===== src/mtgp_pkg.sv =====
// shared types, constants and the label name table for the teleinfo group parser
// no dependencies; used by mtgp_group_core and meter_teleinfo_group_parser
`timescale 1ns / 1ps

package mtgp_pkg;

	localparam int MAX_LABEL_CHARS = 8;
	localparam int MAX_TEXT_CHARS  = 8;
	localparam int NAME_COUNT      = 12;

	localparam logic [7:0] CH_NUL = 8'h00;
	localparam logic [7:0] CH_STX = 8'h02;
	localparam logic [7:0] CH_ETX = 8'h03;
	localparam logic [7:0] CH_LF  = 8'h0A;
	localparam logic [7:0] CH_CR  = 8'h0D;
	localparam logic [7:0] CH_SP  = 8'h20;
	localparam logic [7:0] CH_D0  = 8'h30;
	localparam logic [7:0] CH_D9  = 8'h39;

	localparam logic [39:0] NUM_SAT = 40'd999999999999;

	// label count value that marks a label too long to ever match
	localparam logic [3:0] LABEL_OVER = 4'(MAX_LABEL_CHARS + 1);

	// names packed with the first character in the top byte, zero padded
	localparam logic [63:0] NAME_WORDS [NAME_COUNT] = '{
		{"ADCO", 32'h0},
		{"OPTARIF", 8'h0},
		{"ISOUSC", 16'h0},
		{"BASE", 32'h0},
		{"HCHC", 32'h0},
		{"HCHP", 32'h0},
		{"PTEC", 32'h0},
		{"IINST", 24'h0},
		{"IMAX", 32'h0},
		{"PAPP", 32'h0},
		{"HHPHC", 24'h0},
		{"MOTDETAT"}
	};

	typedef enum logic [3:0] {
		PH_IDLE  = 4'b0001,
		PH_LABEL = 4'b0010,
		PH_DATA  = 4'b0100,
		PH_CSUM  = 4'b1000
	} phase_t;

	typedef struct packed {
		logic [3:0]  field_code;
		logic [39:0] numeric_value;
		logic [63:0] text_value;
		logic [3:0]  text_length;
	} result_t;

	// one finished group leaving the parser core
	typedef struct packed {
		logic    valid;
		result_t data;
	} result_msg_t;

endpackage


===== src/mtgp_group_core.sv =====
// per-byte group parser state: transmission, phase, label, number and text
// depends on mtgp_pkg
`timescale 1ns / 1ps

module mtgp_group_core (
	input  logic                 clk,
	input  logic                 arst_n,
	input  logic                 byte_en,
	input  logic [7:0]           rx_byte,
	output mtgp_pkg::result_msg_t result
);
	import mtgp_pkg::*;

	logic        in_tx_q;
	phase_t      phase_q;
	logic [63:0] label_q;
	logic [3:0]  label_cnt_q;
	logic        label_closed_q;
	logic [39:0] num_q;
	logic        num_closed_q;
	logic [63:0] text_q;
	logic [3:0]  text_cnt_q;
	logic        text_closed_q;

	logic        in_tx_d;
	phase_t      phase_d;
	logic [63:0] label_d;
	logic [3:0]  label_cnt_d;
	logic        label_closed_d;
	logic [39:0] num_d;
	logic        num_closed_d;
	logic [63:0] text_d;
	logic [3:0]  text_cnt_d;
	logic        text_closed_d;

	logic [7:0]  b;
	logic        is_digit;
	logic [43:0] num_wide;
	logic [2:0]  label_slot;
	logic [2:0]  text_slot;
	logic        name_hit;
	logic [3:0]  name_code;

	// bytes above 127 read as nul
	assign b        = rx_byte[7] ? CH_NUL : rx_byte;
	assign is_digit = (b >= CH_D0) && (b <= CH_D9);

	// accum * 10 + digit, wide enough to never wrap before the saturation check
	assign num_wide = ({4'b0, num_q} << 3) + ({4'b0, num_q} << 1)
		+ {40'b0, b[3:0]};

	assign label_slot = 3'd7 - label_cnt_q[2:0];
	assign text_slot  = 3'd7 - text_cnt_q[2:0];

	always_comb begin
		name_hit  = 1'b0;
		name_code = '0;
		for (int k = 0; k < NAME_COUNT; k++) begin
			if (!name_hit && label_q == NAME_WORDS[k]) begin
				name_hit  = 1'b1;
				name_code = 4'(k);
			end
		end
		if (label_cnt_q == 4'd0 || label_cnt_q > 4'(MAX_LABEL_CHARS))
			name_hit = 1'b0;
	end

	always_comb begin
		in_tx_d        = in_tx_q;
		phase_d        = phase_q;
		label_d        = label_q;
		label_cnt_d    = label_cnt_q;
		label_closed_d = label_closed_q;
		num_d          = num_q;
		num_closed_d   = num_closed_q;
		text_d         = text_q;
		text_cnt_d     = text_cnt_q;
		text_closed_d  = text_closed_q;

		result.valid              = 1'b0;
		result.data.field_code    = name_code;
		result.data.numeric_value = num_q;
		result.data.text_value    = text_q;
		result.data.text_length   = text_cnt_q;

		if (byte_en) begin
			if (b == CH_STX || (in_tx_q && (b == CH_ETX || b == CH_LF || b == CH_CR))) begin
				// group boundary: drop whatever was collected
				label_d        = '0;
				label_cnt_d    = '0;
				label_closed_d = 1'b0;
				num_d          = '0;
				num_closed_d   = 1'b0;
				text_d         = '0;
				text_cnt_d     = '0;
				text_closed_d  = 1'b0;
				phase_d        = (b == CH_LF) ? PH_LABEL : PH_IDLE;
				if (b == CH_STX)
					in_tx_d = 1'b1;
				else if (b == CH_ETX)
					in_tx_d = 1'b0;
				if (b == CH_CR && phase_q == PH_CSUM && name_hit)
					result.valid = 1'b1;
			end else if (in_tx_q) begin
				unique case (phase_q)
					PH_LABEL: begin
						if (b == CH_SP) begin
							phase_d = PH_DATA;
						end else if (!label_closed_q) begin
							if (b == CH_NUL)
								label_closed_d = 1'b1;
							else if (label_cnt_q < 4'(MAX_LABEL_CHARS)) begin
								label_d[8*label_slot +: 8] = b;
								label_cnt_d = label_cnt_q + 4'd1;
							end else
								label_cnt_d = LABEL_OVER;
						end
					end
					PH_DATA: begin
						if (b == CH_SP) begin
							phase_d = PH_CSUM;
						end else if (b == CH_NUL) begin
							num_closed_d  = 1'b1;
							text_closed_d = 1'b1;
						end else begin
							if (!num_closed_q) begin
								if (is_digit)
									num_d = (num_wide > {4'b0, NUM_SAT}) ? NUM_SAT
										: num_wide[39:0];
								else
									num_closed_d = 1'b1;
							end
							if (!text_closed_q && text_cnt_q < 4'(MAX_TEXT_CHARS)) begin
								text_d[8*text_slot +: 8] = b;
								text_cnt_d = text_cnt_q + 4'd1;
							end
						end
					end
					PH_IDLE, PH_CSUM: begin
					end
					default: begin
					end
				endcase
			end
		end
	end

	always_ff @(posedge clk or negedge arst_n) begin
		if (!arst_n) begin
			in_tx_q        <= 1'b0;
			phase_q        <= PH_IDLE;
			label_q        <= '0;
			label_cnt_q    <= '0;
			label_closed_q <= 1'b0;
			num_q          <= '0;
			num_closed_q   <= 1'b0;
			text_q         <= '0;
			text_cnt_q     <= '0;
			text_closed_q  <= 1'b0;
		end else begin
			in_tx_q        <= in_tx_d;
			phase_q        <= phase_d;
			label_q        <= label_d;
			label_cnt_q    <= label_cnt_d;
			label_closed_q <= label_closed_d;
			num_q          <= num_d;
			num_closed_q   <= num_closed_d;
			text_q         <= text_d;
			text_cnt_q     <= text_cnt_d;
			text_closed_q  <= text_closed_d;
		end
	end

endmodule


===== src/meter_teleinfo_group_parser.sv =====
// top level of the historic-mode meter teleinfo group parser with output buffering
// depends on mtgp_pkg and mtgp_group_core
`timescale 1ns / 1ps

// Takes the meter serial link one byte per stream transaction and gives one
// result transaction for each complete group (LF label SP data SP checksum CR)
// whose label is one of the twelve known names, inside an STX..ETX
// transmission. A byte is taken every clock cycle while s_axis_tready is high: the
// whole per-byte update (label capture, decimal step with saturation at twelve
// digits, text capture, name lookup at CR) is one level of logic on the parser
// state registers, and a result is registered as its CR is taken. The output
// side holds an output register plus one skid entry, so input keeps flowing
// while a result waits; s_axis_tready drops only when both are full, i.e. when
// the skid entry is occupied. The checksum field is not checked.
module meter_teleinfo_group_parser (
	input  logic          clk,
	input  logic          arst_n,
	// input stream
	input  logic          s_axis_tvalid,
	output logic          s_axis_tready,
	input  logic [7:0]    s_axis_tdata,  // [7:0] rx_byte
	// result stream
	output logic          m_axis_tvalid,
	input  logic          m_axis_tready,
	output logic [111:0]  m_axis_tdata   // [3:0] field_code, [43:4] numeric_value,
	                                     // [107:44] text_value, [111:108] text_length
);
	import mtgp_pkg::*;

	logic        in_accept;
	logic        out_pop;
	result_msg_t core_res;

	result_t     out_q;
	logic        out_vld_q;
	result_t     skid_q;
	logic        skid_vld_q;

	// input transaction: one byte into the parser
	assign s_axis_tready = !skid_vld_q;
	assign in_accept     = s_axis_tvalid && s_axis_tready;
	assign out_pop       = out_vld_q && m_axis_tready;

	mtgp_group_core u_core (
		.clk     (clk),
		.arst_n  (arst_n),
		.byte_en (in_accept),
		.rx_byte (s_axis_tdata),
		.result  (core_res)
	);

	// control: output register valid and skid entry valid
	always_ff @(posedge clk or negedge arst_n) begin
		if (!arst_n) begin
			out_vld_q  <= 1'b0;
			skid_vld_q <= 1'b0;
		end else if (skid_vld_q) begin
			// no new results while the skid entry is full
			if (out_pop)
				skid_vld_q <= 1'b0;
		end else if (core_res.valid) begin
			if (out_vld_q && !out_pop)
				skid_vld_q <= 1'b1;
			else
				out_vld_q <= 1'b1;
		end else if (out_pop) begin
			out_vld_q <= 1'b0;
		end
	end

	// payload: no reset needed
	always_ff @(posedge clk) begin
		if (skid_vld_q) begin
			if (out_pop)
				out_q <= skid_q;
		end else if (core_res.valid) begin
			if (out_vld_q && !out_pop)
				skid_q <= core_res.data;
			else
				out_q <= core_res.data;
		end
	end

	assign m_axis_tvalid = out_vld_q;
	assign m_axis_tdata  = {out_q.text_length, out_q.text_value,
		out_q.numeric_value, out_q.field_code};

endmodule


===== config.mk =====
export PLATFORM = sky130hd
export DESIGN_NAME = meter_teleinfo_group_parser
export DESIGN_NICKNAME = d
export VERILOG_FILES = /design/src/mtgp_pkg.sv /design/src/mtgp_group_core.sv /design/src/meter_teleinfo_group_parser.sv
export SDC_FILE = /design/constraint.sdc
export NUM_CORES = 1
export LEC_CHECK = 0
export BUFFER_PORTS_ARGS = -buffer_cell sky130_fd_sc_hd__buf_2
export CORE_MARGIN = 2
export CORE_UTILIZATION = 45
export CTS_CLUSTER_DIAMETER = 150
export DETAILED_ROUTE_END_ITERATION = 12
export PLACE_DENSITY = 0.66
export SLEW_MARGIN = 20
export SYNTH_ARGS = -nofsm -noshare
export SYNTH_HDL_FRONTEND = slang
export SYNTH_SLANG_ARGS = --single-unit
export TNS_END_PERCENT = 1

===== constraint.sdc =====
create_clock -name clk -period 16.45 [get_ports clk]
set_clock_uncertainty 0.05 [all_clocks]
set_input_delay 1.645 -clock clk [delete_from_list [all_inputs] [get_ports clk]]
set_output_delay 1.645 -clock clk [all_outputs]
set_load 0.01 [all_outputs]

After elaboration in Yosys (flattened, before gate mapping)

Index checks and enable logic that the tools add are counted.

Flip-flop bits (word level): 410
Bits of input ports: 12
Output and inout bits: 114

$add $sub $neg: 8
Magnitude comparators: 6
Equal/unequal tests: 29
Shift operators: 4
Mux-type cells: 101
Bitwise gates (word level): 1
Reductions and logical operators: 62

Operator list:

| kind                      | number |
|---|---|
| $mux W64                  | 13 |
| $eq A64 B63 Y1 const B    | 12 |
| $mux W112                 | 4 |
| $mux W40                  | 8 |
| $bwmux W64                | 2 |
| $shift A8 B34 Y64 const A | 2 |
| $shiftx A8 B34 Y64        | 2 |
| $mux W4                   | 27 |
| $neg A6 Y34               | 2 |
| $add A43 B41 Y44          | 1 |
| $add A44 B4 Y44           | 1 |
| $gt A44 B40 Y1 const B    | 1 |
| $mux W1                   | 44 |
| $reduce_bool A2 Y1        | 10 |
| $logic_and A1 B1 Y1       | 19 |
| $eq A8 B2 Y1 const B      | 2 |
| $eq A8 B4 Y1 const B      | 2 |
| $logic_not A1 Y1          | 14 |
| $reduce_and A7 Y1         | 2 |
| $reduce_and A3 Y1         | 4 |
| $reduce_and A6 Y1         | 2 |
| $ne A2 B2 Y1 const B      | 5 |
| $reduce_and A5 Y1         | 2 |
| $add A4 B1 Y4 const B     | 2 |
| 20 further kinds          | 28 |

Depth between registers and ports, before layout

Gate-level depths: netlist of run 1.

Depth in word-level cells: 42
Mapped depth: 17
Mapped depth without buffers: 15

Modules after synthesis

A second synthesis of run 1 with hierarchy kept.

Cell total of the unflattened synthesis: 1578
Area total of the unflattened synthesis: 19319.8 um^2

By module, submodules not included:

| module                      | times used | cells each | area each (um^2) | seq. area each (um^2) |
|---|---|---|---|---|
| mtgp_group_core             | 1          | 1217       | 11048.1          | 4205.3 |
| meter_teleinfo_group_parser | 1          | 361        | 8271.7           | 6776.5 |

Least setup slack after synthesis of run 1

Ideal clock, no wire load.

Path type: input port to flip-flop
Start: input port s_axis_tdata[0]
End: register skid_q[0] (netlist bit), enable pin
Setup time: 696 ps
Arrival time: 10451 ps
Data required time: 15704 ps
Path slack: 5254 ps
Stages: 8
Buffers on the path: 1
Cell sequence: maj3_1 -> nor2_1 -> o21a_1 -> clkbuf_1 -> nand2_1 -> or4_1 -> or2_1 -> nor3_1

Longest elaborated chain between the ends: 9
Elaborated cells on any way between the ends: 15
Those cells by class: 4 x eq/ne; 4 x mux; 7 x reduce/logical

Ends and longest elaborated chain:

| element                                             | line                              | source |
|---|---|---|
| start: declaration                                  | meter_teleinfo_group_parser.sv:21 | `input logic [7:0] s_axis_tdata,` |
| $mux W7 *                                           | mtgp_group_core.sv:45             | `assign b = rx_byte[7] ? CH_NUL : rx_byte;` |
| $eq A8 B2 Y1 / $eq A8 B4 Y1 (equally long branches) | mtgp_group_core.sv:87             | `if (b == CH_STX \|\| (in_tx_q && (b == CH_ETX \|\| b == CH_LF \|\| b == CH_CR))) begin` |
| $logic_or A1 B1 Y1 (2 in a row)                     | mtgp_group_core.sv:87             |  |
| $logic_and A1 B1 Y1                                 | mtgp_group_core.sv:87             |  |
| $logic_or A1 B1 Y1                                  | mtgp_group_core.sv:87             |  |
| $mux W1 *                                           | mtgp_group_core.sv:87             |  |
| $mux W1 *                                           | mtgp_group_core.sv:86             | `if (byte_en) begin` |
| $reduce_and A3 Y1 (no line) *                       | -                                 |  |
| end signal: assignment                              | meter_teleinfo_group_parser.sv:78 | `skid_q <= core_res.data;` |
| end: declaration                                    | meter_teleinfo_group_parser.sv:36 | `result_t skid_q;` |

Mark *: on every way between the ends. The rest lies on a longest branch, timed or not.
A chain may end at the register's enable or synchronous reset.

Final worst setup path of run 1

Start: input port s_axis_tdata[7]
End: register out_q, in the netlist m_axis_tdata[48], enable pin

Longest elaborated chain between the ends: 10
Elaborated cells on any way between the ends: 16
Those cells by class: 4 x eq/ne; 4 x mux; 8 x reduce/logical

Ends and longest elaborated chain:

| element                                             | line                              | source |
|---|---|---|
| $mux W7 *                                           | mtgp_group_core.sv:45             |  |
| $eq A8 B2 Y1 / $eq A8 B4 Y1 (equally long branches) | mtgp_group_core.sv:87             |  |
| $logic_or A1 B1 Y1 (2 in a row)                     | mtgp_group_core.sv:87             |  |
| $logic_and A1 B1 Y1                                 | mtgp_group_core.sv:87             |  |
| $logic_or A1 B1 Y1                                  | mtgp_group_core.sv:87             |  |
| $mux W1 *                                           | mtgp_group_core.sv:87             |  |
| $mux W1 *                                           | mtgp_group_core.sv:86             |  |
| $reduce_bool A2 Y1 (no line) *                      | -                                 |  |
| $reduce_and A3 Y1 (no line) *                       | -                                 |  |
| end signal: assignment                              | meter_teleinfo_group_parser.sv:75 | `out_q <= skid_q;` |
| end signal: assignment                              | meter_teleinfo_group_parser.sv:80 | `out_q <= core_res.data;` |
| end: declaration                                    | meter_teleinfo_group_parser.sv:34 | `result_t out_q;` |

Marked as above.

==> results of run 1 <==
## report_power, final
group | total [mW] | internal, mW | leakage, nW | switching, mW
registers | 1.01 | 1.00 | 4.09 | 0.00467
logic | 0.0794 | 0.0366 | 3.85 | 0.0428
clock network | 0.919 | 0.533 | 0.669 | 0.386
total | 2.01 | 1.57 | 8.61 | 0.434
## flip-flops by register name, summed over array words and instances, names as in the netlist
signal                 flops
m_axis_tdata             104
skid_q                   104
u_core.label_q            56
u_core.text_q             56
u_core.num_q              40
u_core.label_cnt_q         4
u_core.phase_q             4
u_core.text_cnt_q          4
m_axis_tvalid              1
skid_vld_q                 1
u_core.in_tx_q             1
u_core.label_closed_q      1
u_core.num_closed_q        1
u_core.text_closed_q       1
## cell families (layout without fill, tap and decap cells)
family	after synthesis	after routing	share of synthesized area [%]
AOI/OAI and AO/OA	366	366	13.4
xor gates and xnor gates	35	35	1.67
adders and majority gates	87	87	5.95
buffers and inverters	101	235	2.36
DFF	378	378	57.1
muxes	125	125	7.51
other	1	8	0.0204
and+or+nand+nor	431	431	12.0
## worst max path at each step
stage               cells past startpoint                     endpoint       startpoint
floorplan                               8          skid_q[0]$_DFFE_PP_  s_axis_tdata[0]
global placement                        9   m_axis_tdata[79]$_DFFE_PP_  s_axis_tdata[7]
detailed placement                      9   m_axis_tdata[62]$_DFFE_PP_  s_axis_tdata[7]
CTS                                     9  m_axis_tdata[108]$_DFFE_PP_  s_axis_tdata[7]
global route                            9   m_axis_tdata[93]$_DFFE_PP_  s_axis_tdata[7]
finish                                  9   m_axis_tdata[48]$_DFFE_PP_  s_axis_tdata[7]
## synthesized netlist by cell type, types with 4 or more instances
cell type	instances	share of area (%)
a211oi_1	8	0.33
o21ai_1	11	0.30
nand2b_1	12	0.41
buf_4	10	0.41
xor2_1	15	0.71
or3_1	9	0.31
edfxtp_1	208	34
a21oi_1	89	2.4
or4_1	8	0.33
nor3_1	32	0.87
a31oi_1	25	0.85
mux2i_1	22	1.2
buf_2	8	0.22
mux2_2	103	6.3
nand3_1	55	1.5
nand3b_1	5	0.20
nand4_1	26	0.88
o21ai_0	85	2.3
nor2_1	61	1.2
dfrtp_1	169	23
clkbuf_1	45	0.92
ha_1	85	5.8
a21boi_0	4	0.16
and2_1	17	0.58
nor4b_1	9	0.43
buf_1	9	0.18
a32o_1	15	0.82
o21a_1	6	0.25
a21o_1	13	0.53
inv_1	27	0.55
xnor2_1	20	0.95
o21bai_1	8	0.33
nor2b_1	18	0.61
and3_1	11	0.37
o211ai_1	11	0.45
a22o_1	52	2.5
nand2_1	130	2.7
nor3b_1	7	0.29
nor4_1	13	0.44
## layout make-up
| type | count | area, um2 | area share, % |
|---|---|---|---|
| clock buffer | 53 | 1110 | 5.33 |
| tap | 532 | 666 | 3.19 |
| sequential | 378 | 10500 | 50.3 |
| clock inverter | 21 | 240 | 1.15 |
| multi-input combinational | 1052 | 7510 | 36.0 |
| timing repair buffer | 133 | 732 | 3.51 |
| inverter | 28 | 105 | 0.504 |
## routing by layer
metal	up-vias	wire (um)	GRT usage, %
met5	-	0	0
met4	0	1320	7.86
met3	78	2180	2.66
met2	385	21000	34.1
met1	6282	19900	29.2
li1	6026	-	-
## placed cells by master, fill, tap and decap left out, types with 9 or more instances in the layout
master	instances
nand4_1	26
buf_2	116
a31oi_1	25
nand2b_1	12
o21ai_0	85
nand3_1	55
o21ai_1	11
xor2_1	15
clkbuf_1	9
dfrtp_1	168
and2_1	17
a22o_1	52
xnor2_1	20
nor2b_1	18
a21oi_1	89
edfxtp_1	208
a32o_1	15
clkbuf_16	42
mux2_2	103
and3_1	11
mux2i_1	22
nand2_1	129
nor2_1	61
nor4_1	13
or3_1	9
buf_4	15
a21o_1	13
o211ai_1	11
nor4b_1	9
inv_1	27
nor3_1	30
ha_1	85
clkinv_2	9
## through the flow
step           worst slack [ps]  hold slack (ps)  power, mW  utilization (%)  cells
6_report                  10460              417       2.01             51.5   2197
5_1_grt                   10140              440       2.07             51.5   2197
4_1_cts                   10440              422       2.03             51.4   2196
3_5_place_dp               9850              408       1.11             48.0   2122
3_3_place_gp              10010              407       1.11             48.0   2122
2_1_floorplan              5250              392       1.08                -   1531
==> impl_metrics.env, run 1 <==
export IMPL_final_setup_viol_count=0
export IMPL_cts_root_buf="clkbuf_16"
export IMPL_slowest_stage="buf_4"
export IMPL_path_class="in -> reg"
export IMPL_vias=12800
export IMPL_p_leak_nw=8.61
export IMPL_hold_depth=0
export IMPL_crit_family="simple AND/OR/NAND/NOR gates"
export IMPL_fin_tns_setup_ps=0
export IMPL_rr_startpoint="u_core.label_q[11]$_DFFE_PN0P_"
export IMPL_async_reset_ff_share_pct=45.0
export IMPL_nFillCells=3547
export IMPL_grt_overflow_total=0
export IMPL_synth_edf_count=208
export IMPL_fp_dieH_um=206
export IMPL_portBuffers=117
export IMPL_regToRegSetupSlack_ps=11150
export IMPL_pwr_density_cell_mw_per_mm2=96.1
export IMPL_start_util_pct=45.3
export IMPL_drc=0
export IMPL_postPlaceCellArea_mm2=0.0195
export IMPL_wire_per_inst_um=20.2
export IMPL_critical_path_cell_chain="buf_2 > nor4_1 > o21a_1 > nand2_2 > buf_4 > or4_1 > or2_1 > a2bb2oi_4 > buf_4"
export IMPL_antenna_found_initial=1
export IMPL_cts_buffer_depth=3
export IMPL_die_w_um=206
export IMPL_drt_antenna_violating_nets=0
export IMPL_seq_area_frac_synth_pct=57.1
export IMPL_numCtsBuffers=40
export IMPL_drv_slew=0
export IMPL_cts_clk_slew_worst_paths_ps=60
export IMPL_design_area_mm2=0.0209
export IMPL_tightest_slew_ps=1070
export IMPL_clock_sinks=378
export IMPL_reg2regPathDepth=11
export IMPL_worstReg2RegEnd="m_axis_tdata[48]$_DFFE_PP_"
export IMPL_cpMostUsedCell="buf_4"
export IMPL_grt_use_total_pct=21.1
export IMPL_diodes=0
export IMPL_hp_start="u_core.text_q[56]$_DFFE_PN0P_"
export IMPL_std_cell_rows=74
export IMPL_viasPerCell=5.81
export IMPL_drt_initial_drc_count=788
export IMPL_nets=1731
export IMPL_syn_area_mm2=0.0184
export IMPL_insertion_delay_ps=590
export IMPL_grt_pass1_vias=12300
export IMPL_gp_congestion=0.918
export IMPL_min_period_over_period_pct=36.4
export IMPL_cts_tree="yes"
export IMPL_hold_end="skid_q[60]$_DFFE_PP_"
export IMPL_dieArea_mm2=0.0425
export IMPL_ys_warn_count=0
export IMPL_coreArea_mm2=0.0406
export IMPL_critPathCaptureType="flop"
export IMPL_critPathArrivalTime_ps=6130
export IMPL_slew_headroom_pct=28.5
export IMPL_crit_fanout=81
export IMPL_status="complete, no violations"
export IMPL_drive_above_1_share_pct=19.3
export IMPL_ys_flop_type="edfxtp_1"
export IMPL_cp_buffers_inverters=3
export IMPL_synth_seq_cells=378
export IMPL_period_needed_ps=5990
export IMPL_syn_to_final_growth_pct=13.5
export IMPL_dpl_hpwl_um=31400
export IMPL_post_cts_buffers=0
export IMPL_cts_hold_buf=0
export IMPL_crit_required_ps=16590
export IMPL_maxCapViolCount=0
export IMPL_drt_total_wl_um=44400
export IMPL_min_path_type="reg -> reg"
export IMPL_htreeDepth=2
export IMPL_irDropWorstVdd_v=0.0000619
export IMPL_grt_pass1_wl_um=69800
export IMPL_rsz0062_at_grt="false"
export IMPL_slowest_delay_ps=840
export IMPL_crit_path_start_kind="input port"
export IMPL_fmax_mhz=167
export IMPL_synth_distinct_cells=83
export IMPL_io_pin_count=126
export IMPL_cts_resized=0
export IMPL_grt_start_max_net_pins=104
export IMPL_netlist_instances=1524
export IMPL_final_hold_viol_count=0
export IMPL_avgSynthCellArea_um2=12.1
export IMPL_drtPass1Iterations=5
(Power assumes the default switching activity.)
==> run 2: changes to the inputs <==
PLACE_DENSITY = 0.69   (was 0.66)
clock period = 4.9 ns   (was 16.45 ns; I/O delays follow)
==> impl_metrics.env, run 2 (synthesis gave the netlist of run 1 again) <==
export IMPL_status="complete, no violations"
export IMPL_viasPerCell=5.87
export IMPL_tightest_slew_ps=896
export IMPL_clock_power_share_pct=46.1
export IMPL_fmax_mhz=228
export IMPL_io_pin_count=126
export IMPL_critical_path_cell_chain="xor2_1 > ha_1 > fa_1 > a211oi_1 > o211ai_1 > a311o_1 > a31oi_2 > o31ai_2 > a41oi_1 > xnor2_1 > and4b_1 > o211ai_2 > buf_12 > a32o_1"
export IMPL_pwr_density_cell_mw_per_mm2=322
export IMPL_clock_sinks=378
export IMPL_crit_fanout=35
export IMPL_hold_end="skid_vld_q$_DFF_PN0_"
export IMPL_min_path_type="in -> reg"
export IMPL_drive_above_1_share_pct=20.0
export IMPL_path_class="reg -> reg"
export IMPL_antenna_found_initial=1
export IMPL_diodes=0
export IMPL_portBuffers=117
export IMPL_drt_total_wl_um=45000
export IMPL_cts_resized=0
export IMPL_std_cell_rows=74
export IMPL_hold_depth=2
export IMPL_critPathCaptureType="flop"
export IMPL_dieArea_mm2=0.0425
export IMPL_irDropWorstVdd_v=0.000190
export IMPL_nFillCells=3496
export IMPL_cts_clk_slew_worst_paths_ps=60
export IMPL_p_leak_nw=8.66
export IMPL_gp_congestion=0.893
export IMPL_grt_use_total_pct=21.6
export IMPL_cts_tree="yes"
export IMPL_nets=1744
export IMPL_dpl_hpwl_um=32100
export IMPL_drt_antenna_violating_nets=0
export IMPL_regArea_mm2=0.0105
export IMPL_numCtsBuffers=40
export IMPL_final_hold_viol_count=0
export IMPL_worstReg2RegEnd="u_core.num_q[29]$_DFFE_PN0P_"
export IMPL_crit_required_ps=5300
export IMPL_reg2regPathDepth=14
export IMPL_swShare_pct=21.7
export IMPL_drt_initial_drc_count=920
export IMPL_rr_startpoint="u_core.num_q[0]$_DFFE_PN0P_"
export IMPL_slowest_stage="fa_1"
export IMPL_crit_path_start_kind="flop"
export IMPL_crit_family="compound AO/OA/AOI/OAI gates"
export IMPL_syn_to_final_growth_pct=14.7
export IMPL_fin_tns_setup_ps=0
export IMPL_regToRegSetupSlack_ps=520
export IMPL_fp_dieH_um=206
export IMPL_min_period_over_period_pct=89.5
export IMPL_start_util_pct=45.3
export IMPL_coreArea_mm2=0.0406
export IMPL_final_common_cell="edfxtp_1"
export IMPL_cts_root_buf="clkbuf_16"
export IMPL_die_w_um=206
export IMPL_finalPower_mw=6.80
export IMPL_cts_buffer_depth=3
export IMPL_post_place_ws_ps=-15.0
export IMPL_vias=13000
export IMPL_drv_slew=0
export IMPL_insertion_delay_ps=570
export IMPL_cp_buffers_inverters=1
export IMPL_wire_per_inst_um=20.4
export IMPL_rsz0062_at_grt="false"
export IMPL_htreeDepth=2
export IMPL_slowest_delay_ps=490
export IMPL_grt_pass1_vias=12800
export IMPL_multi_input_area_mm2=0.00753
export IMPL_grt_overflow_total=0
export IMPL_internal_power_mw=5.32
export IMPL_final_setup_viol_count=0
export IMPL_p_comb_share_pct=4.0
export IMPL_stdcell_count=2210
export IMPL_finalWorstSetupSlack_ps=517
export IMPL_critPathArrivalTime_ps=4780
export IMPL_worst_path_stages=14
export IMPL_place_inst=2135
export IMPL_drtPass1Iterations=6
export IMPL_period_needed_ps=4380
export IMPL_p_seq_share_pct=49.9
export IMPL_hp_start="m_axis_tready"
export IMPL_maxCapViolCount=0
export IMPL_grt_start_max_net_pins=118
export IMPL_layout_common_cells="edfxtp_1 (208), dfrtp_1 (168), nand2_1 (129), buf_2 (116), mux2_2 (103)"
export IMPL_slew_headroom_pct=40.2
export IMPL_grt_pass1_wl_um=71600
export IMPL_drc=0
export IMPL_p_sw_mw=1.47
run 2: final cells by class:
cell class	instances	area share, %
clock buffers	51	5.19
clock inverters	23	1.39
inverters	28	0.499
multi-input cells	1052	35.7
flip-flops and latches	378	49.8
well taps	532	3.16
repair buffers	146	4.21
run 2: worst max-delay path by stage:
stage / start / to
finish: u_core.num_q[0]$_DFFE_PN0P_ / u_core.num_q[29]$_DFFE_PN0P_
global route: u_core.num_q[0]$_DFFE_PN0P_ / u_core.num_q[14]$_DFFE_PN0P_
CTS: u_core.num_q[0]$_DFFE_PN0P_ / u_core.num_q[29]$_DFFE_PN0P_
detailed placement: s_axis_tdata[3] / u_core.num_q[12]$_DFFE_PN0P_
global placement: s_axis_tdata[3] / u_core.num_q[19]$_DFFE_PN0P_
floorplan: u_core.label_q[11]$_DFFE_PN0P_ / skid_q[0]$_DFFE_PP_
run 2: power by group through the flow:
stage / clock, mW / sequential, mW / combinational, mW
2_1_floorplan: 0 / 3.43 / 0.198
3_3_place_gp: 0 / 3.45 / 0.276
3_5_place_dp: 0 / 3.46 / 0.277
4_1_cts: 3.20 / 3.39 / 0.281
5_1_grt: 3.32 / 3.39 / 0.301
6_report: 3.13 / 3.39 / 0.275
run 2: worst register-to-register path: stages (launching register included):
cell,delay [ps]
dfrtp_1,460
xor2_1,190
ha_1,340
fa_1,490
a211oi_1,360
o211ai_1,230
a311o_1,400
a31oi_2,330
o31ai_2,150
a41oi_1,260
xnor2_1,170
and4b_1,260
o211ai_2,120
buf_12,200
a32o_1,270
run 2: repair_timing:
action                                 in CTS  in global routing
endpoints found under the hold margin      52                  0
hold buffers                                1                  0
setup buffers                               0                  0
setup endpoints to repair                   0                  0
run 2: routing by layer:
layer	vias up	routed length [um]	GRT usage, %	part of all wire [%]
met5	-	0	0	0
met4	0	1450	8.21	3.2
met3	90	2110	2.93	4.7
met2	364	21500	34.9	48
met1	6470	20000	29.6	44
li1	6040	-	-	-
run 2: through the flow:
step                util, %  hold slack [ps]  cell area, um2
floorplan                 -              144           18500
global placement       48.5              402           19700
detailed placement     48.5              409           19700
CTS                    52.0              130           21100
global route           52.0              155           21100
finish                 52.0              155           21100
==> run 3: changes to the inputs <==
CTS_BUF_LIST = sky130_fd_sc_hd__clkbuf_4 sky130_fd_sc_hd__clkbuf_8 sky130_fd_sc_hd__clkbuf_16   (was default)
==> impl_metrics.env, run 3 (synthesis gave the netlist of run 1 again) <==
export IMPL_timing_hold_ws_ps=157
export IMPL_cts_resized=0
export IMPL_drt_initial_drc_count=841
export IMPL_htreeDepth=2
export IMPL_grt_pass1_wl_um=71600
export IMPL_grt_start_max_net_pins=118
export IMPL_wire_per_inst_um=20.4
export IMPL_p_sw_mw=1.47
export IMPL_portBuffers=117
export IMPL_p_seq_share_pct=49.6
export IMPL_period_needed_ps=4380
export IMPL_die_w_um=206
export IMPL_critical_path_cell_chain="xor2_1 > ha_1 > fa_1 > a211oi_1 > o211ai_1 > a311o_1 > a31oi_2 > o31ai_2 > a41oi_1 > xnor2_1 > and4b_1 > o211ai_2 > buf_12 > a32o_1"
export IMPL_drtPass1Iterations=5
export IMPL_io_pin_count=126
export IMPL_critPathArrivalTime_ps=4780
export IMPL_final_hold_viol_count=0
export IMPL_cp_buffers_inverters=1
export IMPL_drt_antenna_violating_nets=0
export IMPL_internal_power_mw=5.36
export IMPL_std_cell_rows=74
export IMPL_p_comb_share_pct=4.0
export IMPL_irDropWorstVdd_v=0.000190
export IMPL_slowest_delay_ps=490
export IMPL_crit_family="compound AO/OA/AOI/OAI gates"
export IMPL_fmax_mhz=228
export IMPL_final_core_util_pct=52.0
export IMPL_nets=1744
export IMPL_path_class="reg -> reg"
export IMPL_dieArea_mm2=0.0425
export IMPL_fin_tns_setup_ps=0
export IMPL_min_path_type="in -> reg"
export IMPL_layout_common_cells="edfxtp_1 (208), dfrtp_1 (168), nand2_1 (129), buf_2 (116), mux2_2 (103)"
export IMPL_post_place_ws_ps=-15.0
export IMPL_finalPower_mw=6.83
export IMPL_gp_congestion=0.893
export IMPL_drc=0
export IMPL_grt_pass1_vias=12800
export IMPL_fp_dieH_um=206
export IMPL_cts_root_buf="clkbuf_16"
export IMPL_final_common_cell="edfxtp_1"
export IMPL_final_setup_viol_count=0
export IMPL_cts_tree="yes"
export IMPL_nFillCells=3495
export IMPL_crit_path_start_kind="flop"
export IMPL_diodes=0
export IMPL_numCtsBuffers=40
export IMPL_syn_to_final_growth_pct=14.8
export IMPL_dpl_hpwl_um=32100
export IMPL_p_leak_nw=8.68
export IMPL_status="complete, no violations"
export IMPL_drv_slew=0
export IMPL_vias=12900
export IMPL_critPathCaptureType="flop"
export IMPL_cts_clk_slew_worst_paths_ps=60
export IMPL_coreArea_mm2=0.0406
export IMPL_maxCapViolCount=0
export IMPL_crit_fanout=35
export IMPL_min_period_over_period_pct=89.3
export IMPL_drive_above_1_share_pct=20.4
export IMPL_grt_overflow_total=0
export IMPL_drt_total_wl_um=45100
export IMPL_clock_sinks=378
export IMPL_crit_required_ps=5300
export IMPL_finalWorstSetupSlack_ps=523
export IMPL_insertion_delay_ps=570
export IMPL_pwr_density_cell_mw_per_mm2=324
export IMPL_start_util_pct=45.3
export IMPL_viasPerCell=5.86
export IMPL_grt_use_total_pct=21.6
export IMPL_slowest_stage="fa_1"
export IMPL_antenna_found_initial=1
export IMPL_clock_power_share_pct=46.3
export IMPL_cts_buffer_depth=3
export IMPL_slew_headroom_pct=40.5
export IMPL_tightest_slew_ps=890
export IMPL_swShare_pct=21.5
export IMPL_rsz0062_at_grt="false"
[run 3: cell counts in the layout (fill, tap and decap cells not counted)]
No cell type changed its count.
[run 3: cell type report]
cell class	instances	area (um2)	area share, %
Tap cell	532	666	3.15
Timing Repair Buffer	146	887	4.20
Clock buffer	51	1120	5.31
Clock inverter	23	293	1.39
Sequential cell	378	10500	49.8
Multi-Input combinational cell	1052	7530	35.7
Inverter	28	105	0.498
[run 3: worst paths after layout]
kind / depth (start not counted) / startpoint / endpoint / slack [ps]
worst max-delay path: 14 / u_core.num_q[0]$_DFFE_PN0P_ / u_core.num_q[29]$_DFFE_PN0P_ / 520
worst min-delay path: 2 / m_axis_tready / skid_vld_q$_DFF_PN0_ / 160
worst max register to register: 14 / u_core.num_q[0]$_DFFE_PN0P_ / u_core.num_q[29]$_DFFE_PN0P_ / 520
worst min register to register: 0 / u_core.text_q[18]$_DFFE_PN0P_ / skid_q[22]$_DFFE_PP_ / 420
max in group asynchronous: 3 / arst_n / skid_vld_q$_DFF_PN0_ / 3320
min in group asynchronous: 2 / arst_n / u_core.label_q[36]$_DFFE_PN0P_ / 420
[run 3: power by group through the flow]
| stage | Clock, mW | Sequential, mW | Combinational [mW] |
|---|---|---|---|
| after floorplan | 0 | 3.43 | 0.198 |
| after global placement | 0 | 3.45 | 0.276 |
| after detailed placement | 0 | 3.46 | 0.277 |
| after CTS | 3.24 | 3.39 | 0.281 |
| after global routing | 3.36 | 3.39 | 0.301 |
| final | 3.17 | 3.39 | 0.275 |
[run 3: worst reg2reg max path, stage by stage (launching register included)]
cell,delay [ps]
dfrtp_1,460
xor2_1,190
ha_1,340
fa_1,490
a211oi_1,360
o211ai_1,230
a311o_1,400
a31oi_2,320
o31ai_2,150
a41oi_1,260
xnor2_1,170
and4b_1,260
o211ai_2,120
buf_12,200
a32o_1,270
[run 3: timing repair]
action,CTS,global route
hold buffers,1,0
endpoints found under the hold margin,52,0
buffers inserted,0,0
[run 3: per-layer routing]
layer	vias to the layer above	global-route usage [%]	share of wire, %
met5	-	0	0
met4	0	8.21	3.4
met3	92	2.92	4.7
met2	371	34.9	48
met1	6440	29.6	44
li1	6041	-	-
[run 3: through the flow]
stage,std cells,instance area (um2)
CTS,2210,21100
global route,2210,21100
global placement,2135,19700
finish,2210,21100
floorplan,1531,18500
detailed placement,2135,19700
